===== src/design/tsps_pkg.sv =====
// ----------------------------------------------------------------------------
// tsps_pkg: shared types and constants for the phase sequencer
// Word layouts, register indexes, reset values and the duration lookup.
// ----------------------------------------------------------------------------
package tsps_pkg;

    // Default build
    localparam int PHASES_DEF   = 4;
    localparam int CHANNELS_DEF = 8;

    // Widths fixed by the register and word layouts
    localparam int PHASE_W   = 3;   // holds any phase index up to eight phases
    localparam int DUR_W     = 8;
    localparam int LAMPS_W   = 24;
    localparam int CFG_W     = 32;
    localparam int CFG_IDX_W = 2;

    // Configuration register indexes
    typedef enum logic [CFG_IDX_W-1:0] {
        CFG_GREEN_TIMES    = 2'd0,
        CFG_YELLOW_TIMES   = 2'd1,
        CFG_PHASE_CHANNELS = 2'd2
    } t_cfg_idx;

    // Register reset values
    localparam logic [31:0] GREEN_TIMES_RST    = 32'h0D0C_0B0A;
    localparam logic [31:0] YELLOW_TIMES_RST   = 32'h0202_0202;
    localparam logic [23:0] PHASE_CHANNELS_RST = 24'hF7_4650;

    // Lamp codes per channel: bit 0 green, bit 1 red, bit 2 yellow
    localparam logic [2:0] LAMP_GREEN  = 3'b001;
    localparam logic [2:0] LAMP_RED    = 3'b010;
    localparam logic [2:0] LAMP_YELLOW = 3'b100;

    // Input word
    typedef struct packed {
        logic second_elapsed;
    } t_in_word;

    // Result word
    typedef struct packed {
        logic [LAMPS_W-1:0] lamps;
        logic [1:0]         phase_now;
        logic               in_yellow;
        logic [DUR_W-1:0]   seconds_left;
        logic               all_zero;
    } t_out_word;

    // Sequencer state
    typedef struct packed {
        logic [PHASE_W-1:0] phase;
        logic               yellow;
        logic [DUR_W-1:0]   remaining;
        logic               loaded;
    } t_state;

    // Duration of one interval; phase group taken modulo four
    function automatic logic [DUR_W-1:0] duration_of(
        input logic [31:0] green_times,
        input logic [31:0] yellow_times,
        input logic [1:0]  grp,
        input logic        yellow
    );
        logic [31:0] reg_sel;
        logic [31:0] shifted;
        reg_sel = yellow ? yellow_times : green_times;
        shifted = reg_sel >> {grp, 3'b000};
        return shifted[DUR_W-1:0];
    endfunction

endpackage


===== src/design/tsps_chan_if.sv =====
// ----------------------------------------------------------------------------
// tsps_chan_if: valid/ready channel
// Carries one word per handshake; the payload type is set per instance.
// ----------------------------------------------------------------------------
interface tsps_chan_if #(
    parameter type T = logic
) ();
    logic valid;
    logic ready;
    T     data;

    modport source (output valid, output data, input ready);
    modport sink   (input valid, input data, output ready);
endinterface


===== src/design/traffic_signal_phase_sequencer_core.sv =====
// ----------------------------------------------------------------------------
// traffic_signal_phase_sequencer_core: traffic signal phase sequencer
// Steps through the phases' green and yellow intervals and reports lamps.
// ----------------------------------------------------------------------------
// One input word yields exactly one result word. The step logic is combinational,
// so a word is taken every cycle while the skid stage is empty, and its result
// sits in the output register (or the skid stage behind it) in the cycle after
// acceptance. The output register is backed by a one-word skid stage: input
// ready drops only when both hold a word, i.e. from the cycle after the sink
// stalls on a held result while a new word is taken until a result is popped.
// Time writes apply to intervals loaded after them; channel writes at once.
module traffic_signal_phase_sequencer_core #(
    parameter int PHASES   = tsps_pkg::PHASES_DEF,
    parameter int CHANNELS = tsps_pkg::CHANNELS_DEF
) (
    input  logic                          i_clk,
    input  logic                          i_rst_n,
    input  logic                          i_cfg_we,
    input  logic [tsps_pkg::CFG_IDX_W-1:0] i_cfg_idx,
    input  logic [tsps_pkg::CFG_W-1:0]     i_cfg_data,
    tsps_chan_if.sink                     i_in,
    tsps_chan_if.source                   o_out
);

    logic [31:0]         r_green_times;
    logic [31:0]         r_yellow_times;
    logic [23:0]         r_phase_channels;
    tsps_pkg::t_state    r_state;
    tsps_pkg::t_state    step_state;
    tsps_pkg::t_out_word step_res;
    tsps_pkg::t_in_word  in_word;

    tsps_pkg::t_out_word r_out;
    tsps_pkg::t_out_word n_out;
    logic                r_out_valid;
    logic                n_out_valid;
    tsps_pkg::t_out_word r_skid;
    tsps_pkg::t_out_word n_skid;
    logic                r_skid_valid;
    logic                n_skid_valid;

    logic accept;
    logic pop;

    // Configuration registers
    always_ff @(posedge i_clk) begin
        if (!i_rst_n) begin
            r_green_times    <= tsps_pkg::GREEN_TIMES_RST;
            r_yellow_times   <= tsps_pkg::YELLOW_TIMES_RST;
            r_phase_channels <= tsps_pkg::PHASE_CHANNELS_RST;
        end else if (i_cfg_we) begin
            unique case (tsps_pkg::t_cfg_idx'(i_cfg_idx))
                tsps_pkg::CFG_GREEN_TIMES:    r_green_times    <= i_cfg_data;
                tsps_pkg::CFG_YELLOW_TIMES:   r_yellow_times   <= i_cfg_data;
                tsps_pkg::CFG_PHASE_CHANNELS: r_phase_channels <= i_cfg_data[23:0];
                default: ;
            endcase
        end
    end

    // Handshakes
    assign in_word     = i_in.data;
    assign i_in.ready  = !r_skid_valid;
    assign accept      = i_in.valid && !r_skid_valid;
    assign pop         = r_out_valid && o_out.ready;
    assign o_out.valid = r_out_valid;
    assign o_out.data  = r_out;

    // Step logic
    tsps_step #(
        .PHASES   (PHASES),
        .CHANNELS (CHANNELS)
    ) u_step (
        .i_state          (r_state),
        .i_green_times    (r_green_times),
        .i_yellow_times   (r_yellow_times),
        .i_phase_channels (r_phase_channels),
        .i_tick           (in_word.second_elapsed),
        .o_state          (step_state),
        .o_res            (step_res)
    );

    // Sequencer state advances on each accepted word
    always_ff @(posedge i_clk) begin
        if (!i_rst_n) begin
            r_state <= '0;
        end else if (accept) begin
            r_state <= step_state;
        end
    end

    // Output register and skid stage
    always_comb begin
        n_out        = r_out;
        n_out_valid  = r_out_valid;
        n_skid       = r_skid;
        n_skid_valid = r_skid_valid;
        if (pop) begin
            if (r_skid_valid) begin
                n_out        = r_skid;
                n_skid_valid = 1'b0;
            end else if (accept) begin
                n_out = step_res;
            end else begin
                n_out_valid = 1'b0;
            end
        end else if (accept) begin
            if (!r_out_valid) begin
                n_out       = step_res;
                n_out_valid = 1'b1;
            end else begin
                n_skid       = step_res;
                n_skid_valid = 1'b1;
            end
        end
    end

    always_ff @(posedge i_clk) begin
        if (!i_rst_n) begin
            r_out_valid  <= 1'b0;
            r_skid_valid <= 1'b0;
        end else begin
            r_out_valid  <= n_out_valid;
            r_skid_valid <= n_skid_valid;
        end
    end

    always_ff @(posedge i_clk) begin
        r_out  <= n_out;
        r_skid <= n_skid;
    end

endmodule


===== src/design/tsps_step.sv =====
// ----------------------------------------------------------------------------
// tsps_step: one sequencer step
// From the current state, the registers and the tick flag, forms the result
// word and the next state. Purely combinational.
// ----------------------------------------------------------------------------
module tsps_step #(
    parameter int PHASES   = tsps_pkg::PHASES_DEF,
    parameter int CHANNELS = tsps_pkg::CHANNELS_DEF
) (
    input  tsps_pkg::t_state    i_state,
    input  logic [31:0]         i_green_times,
    input  logic [31:0]         i_yellow_times,
    input  logic [23:0]         i_phase_channels,
    input  logic                i_tick,
    output tsps_pkg::t_state    o_state,
    output tsps_pkg::t_out_word o_res
);

    localparam int PW = tsps_pkg::PHASE_W;
    localparam int DW = tsps_pkg::DUR_W;

    logic [PW-1:0] cur_p;
    logic          cur_y;
    logic          found;
    logic [PW-1:0] sel_p;
    logic          sel_y;
    logic [DW-1:0] sel_d;
    logic [PW:0]   add;
    logic [PW:0]   sum;
    logic          sy;
    logic [DW-1:0] d;

    logic          act;
    logic [PW-1:0] p;
    logic          y;
    logic [DW-1:0] rem;
    logic [DW-1:0] dec;
    logic [23:0]   grp_word;
    logic [2:0]    c0;
    logic [2:0]    c1;
    logic [23:0]   lamps;
    logic [23:0]   reds;

    // Current position, forced back into range
    always_comb begin
        cur_p = ({1'b0, i_state.phase} >= (PW+1)'(PHASES)) ? '0 : i_state.phase;
        cur_y = i_state.yellow;
    end

    // Forward search for the first interval with a nonzero duration
    always_comb begin
        found = 1'b0;
        sel_p = cur_p;
        sel_y = cur_y;
        sel_d = '0;
        add   = '0;
        sum   = '0;
        sy    = 1'b0;
        d     = '0;
        for (int n = 0; n < 2*PHASES; n++) begin
            add = (PW+1)'((int'(cur_y) + n) >> 1);
            sum = {1'b0, cur_p} + add;
            if (sum >= (PW+1)'(PHASES)) begin
                sum = sum - (PW+1)'(PHASES);
            end
            sy = cur_y ^ 1'(n);
            d  = tsps_pkg::duration_of(i_green_times, i_yellow_times, sum[1:0], sy);
            if (!found && d != '0) begin
                found = 1'b1;
                sel_p = sum[PW-1:0];
                sel_y = sy;
                sel_d = d;
            end
        end
    end

    // Interval in force for this word
    always_comb begin
        if (i_state.loaded) begin
            act = 1'b1;
            p   = cur_p;
            y   = cur_y;
            rem = i_state.remaining;
        end else begin
            act = found;
            p   = sel_p;
            y   = sel_y;
            rem = sel_d;
        end
    end

    // Lamp word: bound channels green or yellow, the rest of the CHANNELS red
    always_comb begin
        grp_word = i_phase_channels >> (5'(p[1:0]) * 5'd6);
        c0       = grp_word[2:0];
        c1       = grp_word[5:3];
        lamps    = '0;
        reds     = '0;
        for (int c = 0; c < 8; c++) begin
            if (c < CHANNELS) begin
                reds[3*c +: 3] = tsps_pkg::LAMP_RED;
                if (c0 == 3'(c) || c1 == 3'(c)) begin
                    lamps[3*c +: 3] = y ? tsps_pkg::LAMP_YELLOW : tsps_pkg::LAMP_GREEN;
                end else begin
                    lamps[3*c +: 3] = tsps_pkg::LAMP_RED;
                end
            end
        end
    end

    // Result word
    always_comb begin
        o_res.phase_now = 2'(p);
        o_res.in_yellow = y;
        if (act) begin
            o_res.lamps        = lamps;
            o_res.seconds_left = rem;
            o_res.all_zero     = 1'b0;
        end else begin
            o_res.lamps        = reds;
            o_res.seconds_left = '0;
            o_res.all_zero     = 1'b1;
        end
    end

    // Next state: count down on a tick, step on at interval end
    always_comb begin
        dec               = rem - DW'(rem != '0);
        o_state.phase     = p;
        o_state.yellow    = y;
        o_state.remaining = rem;
        o_state.loaded    = act;
        if (act && i_tick) begin
            o_state.remaining = dec;
            if (dec == '0) begin
                o_state.loaded = 1'b0;
                if (!y) begin
                    o_state.yellow = 1'b1;
                end else begin
                    o_state.yellow = 1'b0;
                    o_state.phase  = ({1'b0, p} + 1'b1 >= (PW+1)'(PHASES)) ?
                                     '0 : p + 1'b1;
                end
            end
        end
    end

endmodule

===== src/flat_wrapper.sv =====
// flat-port wrapper written by rule: the top's interface ports become plain ports
module traffic_signal_phase_sequencer_core_flat 
#(
    parameter int PHASES   = tsps_pkg::PHASES_DEF,
    parameter int CHANNELS = tsps_pkg::CHANNELS_DEF
)
  (i_clk, i_rst_n, i_cfg_we, i_cfg_idx, i_cfg_data, i_in_valid, i_in_data, i_in_ready, o_out_valid, o_out_data, o_out_ready);
  tsps_chan_if i_in_i ();
  tsps_chan_if o_out_i ();
  input  logic i_clk;
  input  logic i_rst_n;
  input  logic i_cfg_we;
  input  logic [tsps_pkg::CFG_IDX_W-1:0] i_cfg_idx;
  input  logic [tsps_pkg::CFG_W-1:0] i_cfg_data;
  input wire logic [$bits(i_in_i.valid)-1:0] i_in_valid;
  input wire logic [$bits(i_in_i.data)-1:0] i_in_data;
  output wire logic [$bits(i_in_i.ready)-1:0] i_in_ready;
  output wire logic [$bits(o_out_i.valid)-1:0] o_out_valid;
  output wire logic [$bits(o_out_i.data)-1:0] o_out_data;
  input wire logic [$bits(o_out_i.ready)-1:0] o_out_ready;
  assign i_in_i.valid = i_in_valid;
  assign i_in_i.data = i_in_data;
  assign i_in_ready = i_in_i.ready;
  assign o_out_valid = o_out_i.valid;
  assign o_out_data = o_out_i.data;
  assign o_out_i.ready = o_out_ready;
  traffic_signal_phase_sequencer_core #(.PHASES(PHASES), .CHANNELS(CHANNELS)) u_core (.i_clk(i_clk), .i_rst_n(i_rst_n), .i_cfg_we(i_cfg_we), .i_cfg_idx(i_cfg_idx), .i_cfg_data(i_cfg_data), .i_in(i_in_i), .o_out(o_out_i));
endmodule

===== config.mk =====
export PLATFORM = sky130hd
export DESIGN_NAME = traffic_signal_phase_sequencer_core_flat
export DESIGN_NICKNAME = d
export VERILOG_FILES = /design/src/design/tsps_pkg.sv /design/src/design/tsps_chan_if.sv /design/src/design/traffic_signal_phase_sequencer_core.sv /design/src/design/tsps_step.sv /design/src/flat_wrapper.sv
export SDC_FILE = /design/constraint.sdc
export NUM_CORES = 1
export LEC_CHECK = 0
export BUFFER_PORTS_ARGS = -buffer_cell sky130_fd_sc_hd__buf_2
export CAP_MARGIN = 15
export CORE_MARGIN = 2
export CORE_UTILIZATION = 45
export CTS_BUF_LIST = sky130_fd_sc_hd__clkbuf_16
export DETAILED_ROUTE_END_ITERATION = 12
export PLACE_DENSITY = 0.61
export SLEW_MARGIN = 20
export SYNTH_ARGS = -nofsm -noshare
export SYNTH_HDL_FRONTEND = slang
export SYNTH_SLANG_ARGS = --single-unit

===== constraint.sdc =====
create_clock -name i_clk -period 10.9 [get_ports i_clk]
set_clock_uncertainty 0.15 [all_clocks]
set_input_delay 1.09 -clock i_clk [delete_from_list [all_inputs] [get_ports i_clk]]
set_output_delay 1.09 -clock i_clk [all_outputs]
set_load 0.01 [all_outputs]

# Word-level counts from Yosys, hierarchy flattened
# Index checks and enable logic that the tools add are counted.
dict set report word_totals {
  register_bits 81
  input_bits 40
  out_inout_bits 3
  elab_cells 160
}
dict set report classes {
  n_addsub 25
  order_cmp 10
  n_eq_ne 4
  shifts 8
  mux 62
  bitwise 3
  n_reduce_logical 38
}
# op n
set ops {}
lappend ops {{32-bit by 5-bit >> shifter with 8-bit output} 8}
lappend ops {{8-bit 2-to-1 mux} 9}
lappend ops {{8-bit nonzero test} 9}
lappend ops {{32-bit 2-to-1 mux} 2}
lappend ops {{3-bit 2-to-1 mux} 20}
lappend ops {{4-bit by 3-bit greater-or-equal comparator with 1-bit output (second input constant)} 8}
lappend ops {{1-bit 2-to-1 mux} 29}
lappend ops {{3-bit subtractor (second input constant)} 8}
lappend ops {{1-bit by 3-bit adder with 4-bit output (second input constant)} 4}
lappend ops {{3-bit by 3-bit adder with 4-bit output} 4}
lappend ops {{13-bit 2-to-1 mux} 1}
lappend ops {{1-bit logical AND} 10}
lappend ops {{3-bit AND reduction} 3}
lappend ops {{3-bit by 2-bit adder with 4-bit output} 2}
lappend ops {{1-bit zero test} 8}
lappend ops {{8-bit zero test} 1}
lappend ops {{8-bit by 1-bit subtractor with 8-bit output} 1}
lappend ops {{1-bit by 2-bit adder with 3-bit output (second input constant)} 2}
lappend ops {{3-bit greater-or-equal comparator (second input constant)} 2}
lappend ops {{2-bit != test (second input constant)} 3}
lappend ops {{2-bit AND reduction} 3}
lappend ops {{3-bit by 1-bit adder with 4-bit output} 1}
lappend ops {{3-bit by 1-bit adder with 4-bit output (second input constant)} 1}
lappend ops {{4-bit 2-to-1 mux} 1}
lappend ops {{other kinds (7)} 10}

# Longest topological paths before layout
# Gate-level depths: netlist of run 1.
dict set report depth {
  word_depth 35
  depth_mapped 33
  ltp_nobuf 23
}

# Hierarchy
# From an unflattened synthesis of run 1, not the netlist that was laid out.
dict set report unflattened {
  hier_cells 1025
  hier_area_um2 8758.4
}
# mod n_inst cells_per_inst area_per_inst_um2 seq_area_each_um2
set by_module_without_submodules {}
lappend by_module_without_submodules {tsps_step 1 597 5063.6 0.0}
lappend by_module_without_submodules {traffic_signal_phase_sequencer_core 1 428 3694.8 2122.0}

# Worst setup path after synthesis of run 1
# OpenSTA, ideal clock, no wires.
dict set report synth_timing {
  path_kind {register to register}
  startpoint {register u_core.r_state[12] (netlist name)}
  endpoint {register u_core.r_state[10] (netlist name)}
  setup_ps 74
  t_arrival_ps 6766
  required_time_ps 10676
  path_slack_ps 3909
  stages_incl_launch_ff 31
  path_buffers 10
  synth_period_minus_slack_ps 6991
  path_cell_list {dfxtp_1 -> buf_2 -> nor2b_4 -> inv_2 -> buf_6 -> buf_6 -> buf_6 -> buf_6 -> buf_6 -> buf_2 -> nor2_1 -> fa_1 -> clkbuf_1 -> mux4_2 -> o2111ai_1 -> or3_1 -> clkbuf_1 -> o21ai_0 -> a2111o_1 -> a221o_1 -> o221a_2 -> nand4b_4 -> or3_1 -> ha_1 -> ha_1 -> nand3_1 -> nand2b_1 -> or4_1 -> buf_2 -> or4_1 -> a31oi_1}
}
dict set report synth_between {
  elab_chain_len 35
  elab_cells_between_ends 109
  classes_between {add/sub: 18; order compare: 10; shift: 8; mux: 48; reduce/logical: 25}
}
# element line
set synth_rtl {}
lappend synth_rtl {{from (decl)} traffic_signal_phase_sequencer_core.sv:28} ;# tsps_pkg::t_state r_state;
lappend synth_rtl {{from (signal assigned)} traffic_signal_phase_sequencer_core.sv:88} ;# r_state <= step_state;
lappend synth_rtl {{3-bit greater-or-equal comparator} tsps_step.sv:46} ;# cur_p = ({1'b0, i_state.phase} >= (PW+1)'(PHASES)) ? '0 : i_state.phase;
lappend synth_rtl {{3-bit 2-to-1 mux (*)} tsps_step.sv:46}
lappend synth_rtl {{parallel branches: the longest is 32 deep, another holds 3-bit by 1-bit adder with 4-bit output} -}
lappend synth_rtl {{13-bit 2-to-1 mux (*)} tsps_step.sv:133} ;# if (act && i_tick) begin
# Mark *: on every way between the ends.
# A chain may end at the register's enable or synchronous reset.

# Worst setup path in the final report of run 1
# Ends and elaborated chain as after synthesis.

==> flow_metrics.py, run 1 <==
metrics = {
    "global_route": {
        "grt_pass1_vias": 6484,
        "grt_pass1_wl_um": 37300,
        "grt.total_usage": 0.295,
        "grt_overflow": 0,
        "antenna_found_initial": 0,
        "grt_max_degree": 76,
    },
    "critical_path": {
        "crit_required_ns": 11.04,
        "r2r_slack_ns": 2.93,
        "worstPathArrival_ns": 8.11,
        "worst-r2r-cell-count": 21,
        "timing.critical_path.from": "u_core.r_state[12]",
        "critPathCaptureType": "flip-flop",
        "path_class": "reg -> reg",
        "r2r_start": "u_core.r_state[12]",
        "critPathLaunchType": "flip-flop",
        "reg2reg_to": "u_core.r_state[10]",
        "path_max_fanout": 65,
        "crit_end": "u_core.r_state[10]",
    },
    "synthesis": {
        "synth_nets": 943,
        "yosysSeqAreaShare": 0.236,
        "synth_ff_type": "dfxtp_1",
        "synthCells": 895,
        "async_reset_ff_frac": 0,
        "synth-seq-cells": 81,
        "avgSynthCellArea_um2": 7.76,
        "yosysWarnings": 0,
        "netlist_area_um2": 6940,
        "synth_cell_type_count": 79,
        "synth_edf_count": 2,
    },
    "cells_and_area": {
        "layout_commonest_cell": "nand2_1",
        "layout_common_cells": "nand2_1 (164), dfxtp_1 (78), a21oi_1 (76), nand3_1 (74), mux2i_1 (60)",
        "final_cells": 1080,
        "final_core_util": 0.488,
        "fin_nets": 935,
        "layout-drive-gt1-share": 0.156,
        "num_antenna_cells": 0,
        "final_cell_area_um2": 7390,
        "area_growth_pct": 6.52,
        "num-fill-cells": 1522,
    },
    "sta": {
        "period_minus_slack_ns": 7.97,
        "hold_viol": 0,
        "maxSlewViolCount": 0,
        "hold_ws_ns": 0.319,
        "fmax_mhz": 125,
        "final-setup-viol-count": 0,
        "tns_ns": 0,
        "slew_headroom": 0.278,
        "finalCritPeriodShare": 0.731,
        "rsz0062_at_grt": "no",
        "worst_pin_slew_ns": 1.08,
        "layout_setup_ws_ns": 2.93,
    },
    "clock_network": {
        "h-tree-depth": 3,
        "cts_tree": "done",
        "clkTransAtPathRegs_ns": 0.07,
        "worstSkewPairLatency_ns": 0.36,
        "cts_buffer_depth": 2,
        "cts_setup_buffers": 0,
        "hold_buffers": 0,
        "cts_root_buffer": "clkbuf_16",
        "cts_resized": 0,
        "cts.sinks": 81,
        "numCtsBuffers": 9,
    },
    "place": {
        "placed_area_um2": 7100,
        "dp_hpwl_um": 18100,
        "dp_slack_ns": 3.05,
        "gp_congestion": 1.01,
        "place_inst": 1064,
        "numPortBuffers": 42,
    },
    "power": {
        "power.total_mw": 0.836,
        "ir_drop_v": 0.0000879,
        "cellLeakagePower_nw": 2.70,
        "p_per_area_nw_per_um2": 113,
    },
    "floorplan": {
        "num_rows": 45,
        "initial_core_util": 0.458,
        "core_area_um2": 15100,
        "dieArea_um2": 16400,
        "die_height_um": 128,
        "ios": 43,
        "die_x_um": 128,
    },
    "route": {
        "post_drt_wl_per_cell_um": 22.1,
        "routed_wl_um": 23900,
        "drc": 0,
        "vias": 7104,
        "ant_nets": 0,
        "via_per_inst": 6.58,
        "first_pass_iters": 5,
        "drtIter0Drc": 968,
    },
    "outcome": {
        "status": "finished clean",
    },
    "min_path": {
        "hold_class": "reg -> reg",
    },
    "job": {
        "maxCapViolations": 0,
    },
}
[registers in the layout, indices dropped and copies added, names as in the netlist]
register	cells
u_core.o_out.data	1
u_core.o_out.valid	1
u_core.r_green_times	32
u_core.r_skid	1
u_core.r_skid_valid	1
u_core.r_state	13
u_core.r_yellow_times	32
[logic make-up (layout without fill, tap and decap cells)]
kind of cell    after synthesis  after routing  synth area share
compound gates              222            222             0.211
xor+xnor                     10             10            0.0126
fa+ha+maj                     8              8            0.0155
buf+inv                      96             93            0.0672
flops                        81             81             0.236
mux                         115            115             0.207
other cells                   1              1          0.000540
simple gates                362            362             0.251
[power by group]
group	switching (mW)	leakage [nW]	internal [mW]
logic	0.127	1.89	0.0780
clock network	0.145	0.148	0.162
registers	0.0145	0.666	0.310
total	0.287	2.70	0.549
[cell type report]
class | count | area (um2) | area share
clock buffer | 9 | 225 | 0.0305
clock inverter | 7 | 71.3 | 0.00964
inverter | 25 | 93.8 | 0.0127
multi-input combinational | 718 | 4840 | 0.654
sequential | 81 | 1650 | 0.223
tap | 188 | 235 | 0.0318
timing repair buffer | 52 | 285 | 0.0386
[cells in the mapped netlist, drive strengths merged, types with 6 or more instances]
cell | count | area share
a211oi | 15 | 0.016
a21oi | 77 | 0.056
a22oi | 19 | 0.021
and3 | 6 | 0.0054
buf | 29 | 0.031
clkbuf | 42 | 0.023
dfxtp | 79 | 0.23
ha | 7 | 0.013
inv | 23 | 0.012
mux2 | 36 | 0.058
mux2i | 60 | 0.087
mux4 | 19 | 0.062
nand2 | 164 | 0.089
nand3 | 74 | 0.053
nand4 | 6 | 0.0054
nor2 | 42 | 0.024
nor3 | 18 | 0.015
nor3b | 6 | 0.0065
nor4 | 6 | 0.0054
o211ai | 9 | 0.0097
o21ai | 18 | 0.013
o221ai | 8 | 0.010
o22ai | 32 | 0.029
or4 | 9 | 0.0097
xnor2 | 8 | 0.010
[worst max-delay path: stages (launching register included)]
cell and delay (ns):
dfxtp_1 0.58, nor2b_4 0.17, inv_2 0.09, buf_4 0.65
nor2_1 0.16, fa_1 1.00, inv_1 0.40, nor3_1 0.26
o2111ai_1 0.15, buf_4 0.21, or3_1 0.44, nor2_2 0.26
nand3_1 0.36, o221ai_1 0.53, nand4b_4 0.15, or3_1 0.37
ha_1 0.21, ha_1 0.25, xnor2_1 0.16, or4_1 0.65
or4_1 0.54, a31oi_1 0.16
[layer usage]
layer / track usage / vias up / share of wire
met5: 0 / - / 0
met1: 0.413 / 3317 / 0.44
met4: 0.138 / 0 / 0.038
met3: 0.0856 / 78 / 0.10
li1: - / 3325 / -
met2: 0.416 / 384 / 0.42
[worst min-delay path by stage]
stage,from,end,slack [ns],cells past startpoint
3_3_place_gp,u_core.r_green_times[28],u_core.r_green_times[28],0.31,2
6_report,u_core.r_green_times[28],u_core.r_green_times[28],0.32,2
5_1_grt,u_core.r_yellow_times[10],u_core.r_yellow_times[10],0.35,2
3_5_place_dp,u_core.r_yellow_times[16],u_core.r_yellow_times[16],0.31,2
4_1_cts,u_core.r_yellow_times[16],u_core.r_yellow_times[16],0.32,2
2_1_floorplan,u_core.r_state[2],u_core.r_state[2],0.29,2
Note: power is estimated with default switching activity, not from simulation.
==> inputs of run 2 (changes only) <==
ABC_AREA = 1   (was unset)
PLACE_DENSITY = 0.63   (was 0.61)
clock period = 6.8 ns   (was 10.9 ns; I/O delays follow)
==> run 2 against run 1 <==
Die area rose by 5.4%; first-iteration DRC count fell by 17%; core utilization rose by 0.72 points; synthesized cell count rose by 50%; design area rose by 6.4%; cell count rose by 44%.
==> flow_metrics.py, run 2 <==
metrics = {
    "outcome": {
        "status": "finished clean",
    },
    "critical_path": {
        "path_class": "reg -> reg",
        "r2r_start": "u_core.r_state[9]",
        "r2r_slack_ns": 0.65,
        "critPathLaunchType": "flip-flop",
        "worstPathArrival_ns": 6.23,
        "reg2reg_to": "u_core.r_state[9]",
        "critPathCaptureType": "flip-flop",
        "crit_top_cell": "nand2_1",
        "crit_slowest_cell": "dfxtp_2",
        "cp_top_family": "simple AND/OR/NAND/NOR gates",
        "worstPathBufferInverterCount": 5,
        "worst-r2r-cell-count": 30,
        "critPathMaxStageDelay_ns": 0.61,
        "path_max_fanout": 22,
        "crit_required_ns": 6.88,
    },
    "cells_and_area": {
        "num_antenna_cells": 0,
        "largestRegisters": "u_core.r_green_times (32), u_core.r_yellow_times (32), u_core.r_state (13)",
        "layout-drive-gt1-share": 0.0790,
        "area_growth_pct": 7.37,
        "final_core_util": 0.495,
        "layout_common_cells": "nand2_1 (533), nand3_1 (162), nor2_1 (121), inv_1 (111), o21ai_0 (102)",
        "fin_nets": 1385,
        "layout_commonest_cell": "nand2_1",
    },
    "clock_network": {
        "cts_buffer_depth": 2,
        "cts_resized": 0,
        "cts_root_buffer": "clkbuf_16",
        "hold_buffers": 0,
        "cts_setup_buffers": 0,
        "h-tree-depth": 3,
        "cts_tree": "done",
        "clkTransAtPathRegs_ns": 0.07,
        "numCtsBuffers": 9,
        "worstSkewPairLatency_ns": 0.36,
        "cts.sinks": 81,
    },
    "global_route": {
        "grt_pass1_wl_um": 39400,
        "grt_max_degree": 70,
        "antenna_found_initial": 0,
        "grt_pass1_vias": 7565,
        "grt.total_usage": 0.285,
        "grt_overflow": 0,
    },
    "power": {
        "power.total_mw": 1.37,
        "p_per_area_nw_per_um2": 174,
        "cellLeakagePower_nw": 3.90,
        "ir_drop_v": 0.000115,
    },
    "synthesis": {
        "synth_ff_type": "dfxtp_1",
        "synth_nets": 1391,
        "async_reset_ff_frac": 0,
        "synth_area_leader_cell": "nand2_1",
        "netlist_area_um2": 7330,
        "ys_top_cells_by_area": "nand2_1 (27%), dfxtp_1 (22%), nand3_1 (11%), o21ai_0 (7.0%), nor2_1 (6.2%)",
        "yosysWarnings": 0,
        "yosysSeqAreaShare": 0.224,
        "yosys-top-cells-count": "nand2_1 (533), nand3_1 (162), nor2_1 (121)",
        "synth_edf_count": 2,
        "synthCells": 1343,
        "yosys.area.top_type_share": 0.273,
        "avgSynthCellArea_um2": 5.46,
        "synth-seq-cells": 81,
        "yosysMostFrequentCell": "nand2_1",
        "synth_cell_type_count": 42,
    },
    "floorplan": {
        "die_height_um": 132,
        "ios": 43,
        "num_rows": 46,
        "initial_core_util": 0.461,
        "core_area_um2": 15900,
        "die_x_um": 132,
        "dieArea_um2": 17300,
    },
    "min_path": {
        "holdPathStages": 2,
        "worstHoldStart": "u_core.r_state[4]",
        "hold_path_end": "u_core.r_state[4]",
        "hold_class": "reg -> reg",
    },
    "route": {
        "ant_nets": 0,
        "routed_wl_um": 24600,
        "first_pass_iters": 5,
        "drtIter0Drc": 807,
        "post_drt_wl_per_cell_um": 15.8,
        "via_per_inst": 5.43,
        "drc": 0,
        "vias": 8466,
    },
    "sta": {
        "rsz0062_at_grt": "no",
        "period_minus_slack_ns": 6.15,
        "maxSlewViolCount": 0,
        "finalCritPeriodShare": 0.905,
        "tns_ns": 0,
        "final-setup-viol-count": 0,
        "worst_pin_slew_ns": 0.813,
        "fmax_mhz": 163,
        "hold_viol": 0,
        "slew_headroom": 0.458,
    },
    "place": {
        "numPortBuffers": 42,
        "dp_hpwl_um": 18700,
        "gp_congestion": 1.04,
    },
    "job": {
        "maxCapViolations": 0,
    },
}
run 2: changes by cell type after synthesis, moves of 12 or more:
cell      before  now
nand2_1      164  533
inv_1         20  111
nand3_1       74  162
o21ai_0       18  102
nor2_1        40  121
mux2i_1       60    0
mux2_2        33    0
o22ai_1       32    1
a21oi_1       76   51
mux4_2        19    0
a22oi_1       18    0
a211oi_1      15    0
nor3_1        17    5
run 2: logic make-up (layout without fill, tap and decap cells):
group / count (synthesis) / in the layout / share of synthesized area
adders and majority gates: 8 / 8 / 0.0147
xor gates and xnor gates: 2 / 2 / 0.00239
AOI/OAI and AO/OA: 193 / 193 / 0.142
buffers and inverters: 187 / 186 / 0.108
DFF: 81 / 81 / 0.224
and+or+nand+nor: 871 / 871 / 0.508
other: 1 / 1 / 0.000512
run 2: per-layer routing:
| metal | part of all wire | global-route usage | vias to the layer above |
|---|---|---|---|
| met5 | 0 | 0 | - |
| met4 | 0.029 | 0.110 | 0 |
| met3 | 0.089 | 0.0536 | 50 |
| met2 | 0.41 | 0.415 | 349 |
| met1 | 0.47 | 0.414 | 3773 |
| li1 | - | - | 4294 |
run 2: final cells by class:
class	count	area [um2]
inverters	118	443
clock inverters	7	109
multi-input cells	1075	4890
clock buffers	9	225
flip-flops and latches	81	1640
repair buffers	52	285
well taps	216	270
fillers	1799	8020
run 2: report_power, final:
group	switching (mW)	internal, mW	leakage (nW)
combinational	0.195	0.0888	3.07
sequential	0.0185	0.502	0.666
clock	0.235	0.331	0.164
total	0.449	0.921	3.90
run 2: worst max path at each step:
| stage | from | to | slack (ns) | cells past startpoint |
|---|---|---|---|---|
| after floorplan | u_core.r_state[12] | u_core.r_state[11] | 1.83 | 34 |
| after detailed placement | u_core.r_state[9] | u_core.r_state[9] | 0.74 | 30 |
| after global placement | u_core.r_state[9] | u_core.r_state[9] | 0.91 | 30 |
| final | u_core.r_state[9] | u_core.r_state[9] | 0.65 | 30 |
| after global routing | u_core.r_state[9] | u_core.r_state[11] | 0.04 | 34 |
| after CTS | u_core.r_state[9] | u_core.r_state[9] | 0.74 | 30 |
run 2: worst register-to-register path: cells and delay by family (launching register included):
kind	cells	cell delay (ns)
flops	1	0.61
fa+ha+maj	3	0.87
simple gates	19	2.80
buf+inv	5	1.22
compound gates	3	0.36
run 2: stage by stage:
stage,hold slack (ns),instances,setup slack (ns),instance area [um2]
floorplan,0.289,1343,1.83,7330
global placement,0.302,1542,0.905,7540
detailed placement,0.307,1542,0.741,7540
CTS,0.317,1558,0.737,7870
global route,0.346,1558,0.0443,7870
finish,0.316,1558,0.647,7870
